### src/rtl/wwmc_pkg.sv
`timescale 1ns / 1ps
package wwmc_pkg;

  // fixed field widths
  localparam int SYMBOL_W      = 2;
  localparam int CFG_INDEX_W   = 2;
  localparam int CFG_DATA_W    = 64;
  localparam int PATTERN_W     = 64;
  localparam int LEN_W         = 7;
  localparam int MATCH_COUNT_W = 32;

  // parameter defaults
  localparam int MAX_PATTERN_DEFAULT = 64;
  localparam int COUNT_WIDTH_DEFAULT = 32;

  // configuration register indexes
  localparam logic [CFG_INDEX_W-1:0] REG_PATTERN_BITS   = 2'd0;
  localparam logic [CFG_INDEX_W-1:0] REG_PATTERN_LENGTH = 2'd1;
  localparam logic [CFG_INDEX_W-1:0] REG_MAX_WILDCARDS  = 2'd2;

endpackage

### src/rtl/wwmc_sym_if.sv
`timescale 1ns / 1ps
interface wwmc_sym_if;
  import wwmc_pkg::*;

  logic                valid;
  logic                ready;
  logic [SYMBOL_W-1:0] symbol;
  logic                last_symbol;

  modport source (output valid, output symbol, output last_symbol, input ready);
  modport sink (input valid, input symbol, input last_symbol, output ready);
endinterface

### src/rtl/wwmc_res_if.sv
`timescale 1ns / 1ps
interface wwmc_res_if;
  import wwmc_pkg::*;

  logic                     valid;
  logic                     ready;
  logic                     window_full;
  logic                     window_match;
  logic [MATCH_COUNT_W-1:0] match_count;
  logic                     final_result;

  modport source (output valid, output window_full, output window_match,
                  output match_count, output final_result, input ready);
  modport sink (input valid, input window_full, input window_match,
                input match_count, input final_result, output ready);
endinterface

### src/rtl/wwmc_cfg_if.sv
`timescale 1ns / 1ps
interface wwmc_cfg_if;
  import wwmc_pkg::*;

  logic                   valid;
  logic                   ready;
  logic [CFG_INDEX_W-1:0] index;
  logic [CFG_DATA_W-1:0]  data;

  modport source (output valid, output index, output data, input ready);
  modport sink (input valid, input index, input data, output ready);
endinterface

### src/rtl/wildcard_window_match_counter.sv
`timescale 1ns / 1ps
// Channel | Dir | Payload                                               | Beat
// sym     | in  | symbol[1:0], last_symbol                              | one text symbol
// res     | out | window_full, window_match, match_count, final_result | one per symbol
// cfg     | in  | index[1:0], data[63:0]                                | one register write
//
// One symbol per cycle while res is not stalled; each result passes stage 1, then the result register.
// Stage 1 shifts the window and registers the masked compare and per-byte wildcard
// counts; stage 2 sums the counts, checks the limit and updates the saturating count.
// rst (synchronous) clears config to its defaults and all window and count state.
// A stalled res holds the whole pipe; sym still takes a beat while stage 1 is empty.
module wildcard_window_match_counter #(
  parameter int MAX_PATTERN = wwmc_pkg::MAX_PATTERN_DEFAULT,
  parameter int COUNT_WIDTH = wwmc_pkg::COUNT_WIDTH_DEFAULT
) (
  input logic        clk,
  input logic        rst,
  wwmc_sym_if.sink   sym,
  wwmc_res_if.source res,
  wwmc_cfg_if.sink   cfg
);
  import wwmc_pkg::*;

  localparam int FILL_W = $clog2(MAX_PATTERN + 1);
  localparam int NG     = (MAX_PATTERN + 7) / 8;
  localparam int GC_W   = 4;
  localparam logic [LEN_W-1:0]  MAX_LEN  = LEN_W'(MAX_PATTERN);
  localparam logic [FILL_W-1:0] MAX_FILL = FILL_W'(MAX_PATTERN);

  // configuration
  logic [PATTERN_W-1:0] pattern_bits;
  logic [LEN_W-1:0]     pattern_length;
  logic [LEN_W-1:0]     max_wildcards;

  // window state
  logic [MAX_PATTERN-1:0] text_window;
  logic [MAX_PATTERN-1:0] wildcard_mask;
  logic [FILL_W-1:0]      fill_level;
  logic [COUNT_WIDTH-1:0] running_count;

  // stage 1
  logic            s1_valid;
  logic            s1_full;
  logic            s1_last;
  logic            s1_diff_zero;
  logic [GC_W-1:0] s1_group_cnt [NG];

  // result register
  logic                     res_valid;
  logic                     res_full;
  logic                     res_match;
  logic [COUNT_WIDTH-1:0]   res_count;
  logic                     res_last;
  logic [COUNT_WIDTH+MATCH_COUNT_W-1:0] res_count_ext;

  logic                   sym_accept;
  logic                   advance;
  logic                   is_wild;
  logic [LEN_W-1:0]       len_eff;
  logic [MAX_PATTERN-1:0] span;
  logic [MAX_PATTERN-1:0] text_window_next;
  logic [MAX_PATTERN-1:0] wildcard_mask_next;
  logic [FILL_W-1:0]      fill_level_next;
  logic [NG*8-1:0]        wild_in_span;
  logic [GC_W-1:0]        group_cnt_next [NG];
  logic                   diff_zero_next;
  logic                   full_next;
  logic [LEN_W-1:0]       window_wildcards;
  logic                   match;
  logic [COUNT_WIDTH-1:0] count_inc;

  assign advance    = !res_valid || res.ready;
  assign sym.ready  = !s1_valid || advance;
  assign sym_accept = sym.valid && sym.ready;
  assign cfg.ready  = 1'b1;

  // window update and stage-1 compare
  always_comb begin
    is_wild = sym.symbol[1];
    if (pattern_length == '0) begin
      len_eff = LEN_W'(1);
    end else if (pattern_length > MAX_LEN) begin
      len_eff = MAX_LEN;
    end else begin
      len_eff = pattern_length;
    end
    for (int i = 0; i < MAX_PATTERN; i++) begin
      span[i] = LEN_W'(i) < len_eff;
    end
    text_window_next   = (text_window << 1)
                         | MAX_PATTERN'(!is_wild && sym.symbol[0]);
    wildcard_mask_next = (wildcard_mask << 1) | MAX_PATTERN'(is_wild);
    fill_level_next    = (fill_level < MAX_FILL) ? fill_level + FILL_W'(1) : fill_level;
    full_next          = LEN_W'(fill_level_next) >= len_eff;
    diff_zero_next     = ((text_window_next ^ pattern_bits[MAX_PATTERN-1:0])
                          & ~wildcard_mask_next & span) == '0;
    wild_in_span       = (NG*8)'(wildcard_mask_next & span);
    for (int g = 0; g < NG; g++) begin
      group_cnt_next[g] = '0;
      for (int b = 0; b < 8; b++) begin
        group_cnt_next[g] = group_cnt_next[g] + GC_W'(wild_in_span[g*8+b]);
      end
    end
  end

  // stage-2 wildcard total, limit check, saturating count
  always_comb begin
    window_wildcards = '0;
    for (int g = 0; g < NG; g++) begin
      window_wildcards = window_wildcards + LEN_W'(s1_group_cnt[g]);
    end
    match     = s1_full && s1_diff_zero && (window_wildcards <= max_wildcards);
    count_inc = (match && running_count != '1) ? running_count + COUNT_WIDTH'(1)
                                               : running_count;
  end

  always_ff @(posedge clk) begin
    if (rst) begin
      pattern_bits   <= '0;
      pattern_length <= LEN_W'(1);
      max_wildcards  <= '0;
    end else if (cfg.valid) begin
      case (cfg.index)
        REG_PATTERN_BITS:   pattern_bits   <= cfg.data;
        REG_PATTERN_LENGTH: pattern_length <= cfg.data[LEN_W-1:0];
        REG_MAX_WILDCARDS:  max_wildcards  <= cfg.data[LEN_W-1:0];
        default: ;
      endcase
    end
  end

  always_ff @(posedge clk) begin
    if (rst) begin
      text_window   <= '0;
      wildcard_mask <= '0;
      fill_level    <= '0;
      s1_valid      <= 1'b0;
    end else if (sym_accept) begin
      s1_valid <= 1'b1;
      // drop window history after the last symbol of a string
      if (sym.last_symbol) begin
        text_window   <= '0;
        wildcard_mask <= '0;
        fill_level    <= '0;
      end else begin
        text_window   <= text_window_next;
        wildcard_mask <= wildcard_mask_next;
        fill_level    <= fill_level_next;
      end
    end else if (advance) begin
      s1_valid <= 1'b0;
    end
  end

  always_ff @(posedge clk) begin
    if (sym_accept) begin
      s1_full      <= full_next;
      s1_last      <= sym.last_symbol;
      s1_diff_zero <= diff_zero_next;
      s1_group_cnt <= group_cnt_next;
    end
  end

  always_ff @(posedge clk) begin
    if (rst) begin
      res_valid     <= 1'b0;
      running_count <= '0;
    end else if (advance) begin
      res_valid <= s1_valid;
      if (s1_valid) begin
        running_count <= s1_last ? '0 : count_inc;
      end
    end
  end

  always_ff @(posedge clk) begin
    if (advance && s1_valid) begin
      res_full  <= s1_full;
      res_match <= match;
      res_count <= count_inc;
      res_last  <= s1_last;
    end
  end

  assign res_count_ext    = (COUNT_WIDTH+MATCH_COUNT_W)'(res_count);
  assign res.valid        = res_valid;
  assign res.window_full  = res_full;
  assign res.window_match = res_match;
  assign res.match_count  = res_count_ext[MATCH_COUNT_W-1:0];
  assign res.final_result = res_last;

endmodule

### src/flat_wrapper.sv
// flat-port wrapper written by rule: the top's interface ports become plain ports
module wildcard_window_match_counter_flat import wwmc_pkg::*;
#(
  parameter int MAX_PATTERN = wwmc_pkg::MAX_PATTERN_DEFAULT,
  parameter int COUNT_WIDTH = wwmc_pkg::COUNT_WIDTH_DEFAULT
)
  (clk, rst, sym_valid, sym_symbol, sym_last_symbol, sym_ready, res_valid, res_window_full, res_window_match, res_match_count, res_final_result, res_ready, cfg_valid, cfg_index, cfg_data, cfg_ready);
  wwmc_sym_if sym_i ();
  wwmc_res_if res_i ();
  wwmc_cfg_if cfg_i ();
  input logic clk;
  input logic rst;
  input wire logic [$bits(sym_i.valid)-1:0] sym_valid;
  input wire logic [$bits(sym_i.symbol)-1:0] sym_symbol;
  input wire logic [$bits(sym_i.last_symbol)-1:0] sym_last_symbol;
  output wire logic [$bits(sym_i.ready)-1:0] sym_ready;
  output wire logic [$bits(res_i.valid)-1:0] res_valid;
  output wire logic [$bits(res_i.window_full)-1:0] res_window_full;
  output wire logic [$bits(res_i.window_match)-1:0] res_window_match;
  output wire logic [$bits(res_i.match_count)-1:0] res_match_count;
  output wire logic [$bits(res_i.final_result)-1:0] res_final_result;
  input wire logic [$bits(res_i.ready)-1:0] res_ready;
  input wire logic [$bits(cfg_i.valid)-1:0] cfg_valid;
  input wire logic [$bits(cfg_i.index)-1:0] cfg_index;
  input wire logic [$bits(cfg_i.data)-1:0] cfg_data;
  output wire logic [$bits(cfg_i.ready)-1:0] cfg_ready;
  assign sym_i.valid = sym_valid;
  assign sym_i.symbol = sym_symbol;
  assign sym_i.last_symbol = sym_last_symbol;
  assign sym_ready = sym_i.ready;
  assign res_valid = res_i.valid;
  assign res_window_full = res_i.window_full;
  assign res_window_match = res_i.window_match;
  assign res_match_count = res_i.match_count;
  assign res_final_result = res_i.final_result;
  assign res_i.ready = res_ready;
  assign cfg_i.valid = cfg_valid;
  assign cfg_i.index = cfg_index;
  assign cfg_i.data = cfg_data;
  assign cfg_ready = cfg_i.ready;
  wildcard_window_match_counter #(.MAX_PATTERN(MAX_PATTERN), .COUNT_WIDTH(COUNT_WIDTH)) u_core (.clk(clk), .rst(rst), .sym(sym_i), .res(res_i), .cfg(cfg_i));
endmodule
### config.mk
export PLATFORM = sky130hd
export DESIGN_NAME = wildcard_window_match_counter_flat
export DESIGN_NICKNAME = d
export VERILOG_FILES = /design/src/rtl/wwmc_pkg.sv /design/src/rtl/wwmc_sym_if.sv /design/src/rtl/wwmc_res_if.sv /design/src/rtl/wwmc_cfg_if.sv /design/src/rtl/wildcard_window_match_counter.sv /design/src/flat_wrapper.sv
export SDC_FILE = /design/constraint.sdc
export NUM_CORES = 1
export LEC_CHECK = 0
export BUFFER_PORTS_ARGS = -buffer_cell sky130_fd_sc_hd__buf_2
export CORE_MARGIN = 2
export CORE_UTILIZATION = 37
export DETAILED_ROUTE_END_ITERATION = 16
export GPL_ROUTABILITY_DRIVEN = 0
export PLACE_DENSITY_LB_ADDON = 0.15
export SLEW_MARGIN = 20
export SYNTH_ARGS = -nofsm -noshare
export SYNTH_HDL_FRONTEND = slang
export SYNTH_SLANG_ARGS = --single-unit
### constraint.sdc
create_clock -name clk -period 7.85 [get_ports clk]
set_input_delay 0 -clock clk [delete_from_list [all_inputs] [get_ports clk]]
set_output_delay 0 -clock clk [all_outputs]
set_load 0.02 [all_outputs]
==> impl_metrics.env <==
export IMPL_status="completed"
export IMPL_p_comb_share_pct=15.7
export IMPL_io_buffers=110
export IMPL_worst_path_buf_inv=4
export IMPL_cts_clk_slew_worst_paths_ns=0.06
export IMPL_synth_area_mm2=0.0170
export IMPL_clock_skew_ns=0.0323
export IMPL_nFillCells=4457
export IMPL_endpoint_kind="flip-flop"
export IMPL_synth_top_family_by_area="simple AND/OR/NAND/NOR gates"
export IMPL_finalCriticalPeriod_ns=6.77
export IMPL_setup_viol_count_final=0
export IMPL_syn_num_nets=2154
export IMPL_die_width_um=218
export IMPL_crit_family="adder cells"
export IMPL_seq_power_share_pct=40.6
export IMPL_cts_buffer_depth=3
export IMPL_synthMuxAreaShare_pct=0.833
export IMPL_syn_inst=1974
export IMPL_die_y_um=218
export IMPL_grt_max_degree=144
export IMPL_yosysUniqueCellTypes=81
export IMPL_cp_start_kind="flip-flop"
export IMPL_synthArstFlopShare_pct=0
export IMPL_n_antenna_cell=0
export IMPL_crit_path_max_incr_delay_ns=0.73
export IMPL_final_cell_mix="dfxtp_1 (245), nand2_1 (238), a21oi_1 (236)"
export IMPL_maxCapViolations=0
export IMPL_cp_common_cell="fa_1"
export IMPL_nets=2263
export IMPL_via_per_inst=5.24
export IMPL_synth_main_ff_cell="dfxtp_1"
export IMPL_path_class="reg -> reg"
export IMPL_cts_tree="yes"
export IMPL_routed_wl_um=49100
export IMPL_cp_max_fo=21
export IMPL_synth_adder_area_share_pct=10.1
export IMPL_place_hpwl_um=33500
export IMPL_synth_xor_area_share_pct=5.88
export IMPL_slew_violations=0
export IMPL_synth_area_per_cell_um2=8.60
export IMPL_antenna_found_initial=0
export IMPL_dieArea_mm2=0.0476
export IMPL_swShare_pct=28.5
export IMPL_worst_pin_slew_ns=1.15
export IMPL_cp_cell_sequence="ha_1 > inv_1 > fa_1 > xnor2_1 > fa_1 > inv_1 > fa_1 > fa_1 > fa_1 > inv_1 > ha_1 > a21o_1 > a21oi_1 > o21bai_1 > a21oi_1 > xnor2_1 > ha_1 > a211o_1 > a311oi_4 > o21a_1 > buf_4 > a211o_1 > a31oi_1"
export IMPL_ys_ff_latch=315
export IMPL_finalHoldViolations=0
export IMPL_route_vias_total=14197
export IMPL_clk_latency_ns=0.58
export IMPL_multiInputGateArea_mm2=0.00901
export IMPL_synth_edff_count=70
export IMPL_power_frac_clock_pct=43.7
export IMPL_drc=0
export IMPL_overflow=0
export IMPL_drt_iter0_markers=1264
export IMPL_switching_power_w=0.00120
export IMPL_fmaxAchievable_mhz=148
export IMPL_rows=78
export IMPL_cts_sinks=315
export IMPL_synth_compound_area_share_pct=14.8
export IMPL_synth_simple_area_share_pct=21.3
export IMPL_h_tree_depth=2
export IMPL_core_area_mm2=0.0454
export IMPL_relSlewSlack_pct=21.5
export IMPL_first_pass_iters=5
export IMPL_final_period_utilization_pct=86.2
export IMPL_grt_pass1_vias=13464
export IMPL_start_util_pct=37.4
export IMPL_syn2layout_area_growth_pct=17.4
export IMPL_final_common_cell="dfxtp_1"
export IMPL_yosysSeqAreaShare_pct=41.3
export IMPL_cts_root_buf="clkbuf_16"
export IMPL_yosys_warnings=0
export IMPL_arrival_ns=7.18
export IMPL_antenna_left=0
export IMPL_slowest_stage="o21a_1"
export IMPL_dp_cells=2572
export IMPL_ir_drop_mv=0.153
export IMPL_grt_first_pass_wirelength_um=77000
export IMPL_rsz0062_at_grt="false"
export IMPL_cts_setup_buffers=0
export IMPL_fin_util_pct=43.9
export IMPL_finalSetupTns_ns=0
export IMPL_ios=112
export IMPL_grt_total_usage_pct=20.6
export IMPL_wl_per_cell_um=18.1
export IMPL_cts_hold_buf=71
export IMPL_power_leakage_nw=8.04
export IMPL_p_int_w=0.00302
export IMPL_cp_required_ns=8.26
export IMPL_seq_area_mm2=0.00701
export IMPL_drive_gt1_share_pct=10.3
export IMPL_layout_cells_non_filler=2711
export IMPL_power_density_mw_per_mm2=212
export IMPL_cts_made_buffers=38
export IMPL_hold_class="in -> reg"
export IMPL_post_cts_resize_count=0
## layout make-up
class | instances | area share, %
Clock buffer | 51 | 5.64
Clock inverter | 17 | 1.01
Timing Repair Buffer | 198 | 7.01
Sequential cell | 315 | 35.2
Tap cell | 600 | 3.77
Multi-Input combinational cell | 1414 | 45.2
Inverter | 116 | 2.20
## power by group through the flow
stage          registers [W]  clock network, W  logic, W
2_1_floorplan        0.00175                 0  0.000455
3_3_place_gp         0.00175                 0  0.000627
3_5_place_dp         0.00175                 0  0.000636
4_1_cts              0.00171           0.00189  0.000666
5_1_grt              0.00172           0.00196  0.000746
6_report             0.00171           0.00185  0.000661
## sequential cells by signal, indices dropped and copies added, names as in the netlist, 7 cells and up
signal and count:
u_core.pattern_length 7, u_core.text_window 63, u_core.fill_level 7, u_core.running_count 32, u_core.s1_group_cnt 32, u_core.pattern_bits 64, u_core.res.match_count 32, u_core.wildcard_mask 63
u_core.max_wildcards 7
## routing by layer
layer | up-vias | global-route usage [%] | wire length, um
li1 | 6989 | - | -
met1 | 6717 | 29.0 | 23200
met2 | 409 | 32.2 | 21900
met3 | 82 | 2.83 | 2590
met4 | 0 | 7.19 | 1460
met5 | - | 0 | 0
## worst min-delay path: stages
cell	delay, ns
buf_2	0.11
nor3b_2	0.05
buf_4	0.31
nand2_1	0.15
a21oi_1	0.05
## kinds of logic after synthesis
group,after synthesis
and+or+nand+nor,763
AOI/OAI and AO/OA,416
DFF,315
buffers and inverters,245
xor gates and xnor gates,114
adders and majority gates,106
muxes,14
other,1
## stage by stage
| step | area [um^2] | worst slack, ns | power, W | hold WS [ns] |
|---|---|---|---|---|
| after floorplan | 17000 | 1.64 | 0.00221 | 0.0989 |
| after global placement | 17900 | 1.14 | 0.00238 | 0.240 |
| after detailed placement | 17900 | 1.04 | 0.00239 | 0.245 |
| after CTS | 19900 | 1.06 | 0.00427 | 0.151 |
| after global routing | 19900 | 0.616 | 0.00442 | 0.189 |
| final | 19900 | 1.08 | 0.00422 | 0.143 |
## cells in the mapped netlist, types with 4 or more instances
master | count | area share [%]
dfxtp_1 | 245 | 29
a31oi_1 | 25 | 0.92
buf_1 | 11 | 0.24
xnor2_1 | 95 | 4.9
nand4_1 | 12 | 0.44
o311ai_0 | 4 | 0.21
nand2_1 | 240 | 5.3
or4_1 | 17 | 0.75
xor2_1 | 19 | 0.98
and3_1 | 134 | 4.9
a32oi_1 | 4 | 0.21
a21oi_1 | 236 | 7.0
or3_1 | 6 | 0.22
nor3_1 | 28 | 0.83
o21a_1 | 8 | 0.35
edfxtp_1 | 70 | 12
o21ai_0 | 33 | 0.97
a22oi_1 | 6 | 0.27
or2_2 | 4 | 0.15
and2_1 | 6 | 0.22
a21o_1 | 10 | 0.44
a211oi_1 | 9 | 0.40
o32a_1 | 4 | 0.24
clkbuf_1 | 102 | 2.3
buf_2 | 8 | 0.24
nor2b_1 | 24 | 0.88
mux2i_1 | 13 | 0.77
a21boi_0 | 13 | 0.57
ha_1 | 55 | 4.1
inv_1 | 114 | 2.5
a211o_1 | 5 | 0.26
nor4_1 | 9 | 0.33
fa_1 | 51 | 6.0
nand2b_1 | 4 | 0.15
nor2_1 | 230 | 5.1
o211ai_1 | 20 | 0.88
a2111oi_0 | 10 | 0.52
nand3_1 | 29 | 0.85
## final timing paths
kind | start | endpoint | slack [ns] | cells past startpoint
max | u_core.s1_group_cnt[24] | u_core.running_count[31] | 1.08 | 23
min | cfg_index[0] | u_core.pattern_bits[9] | 0.14 | 5
max reg2reg | u_core.s1_group_cnt[24] | u_core.running_count[31] | 1.08 | 23
min reg2reg | u_core.pattern_bits[0] | u_core.pattern_bits[0] | 0.47 | 2
(Power assumes the default switching activity.)
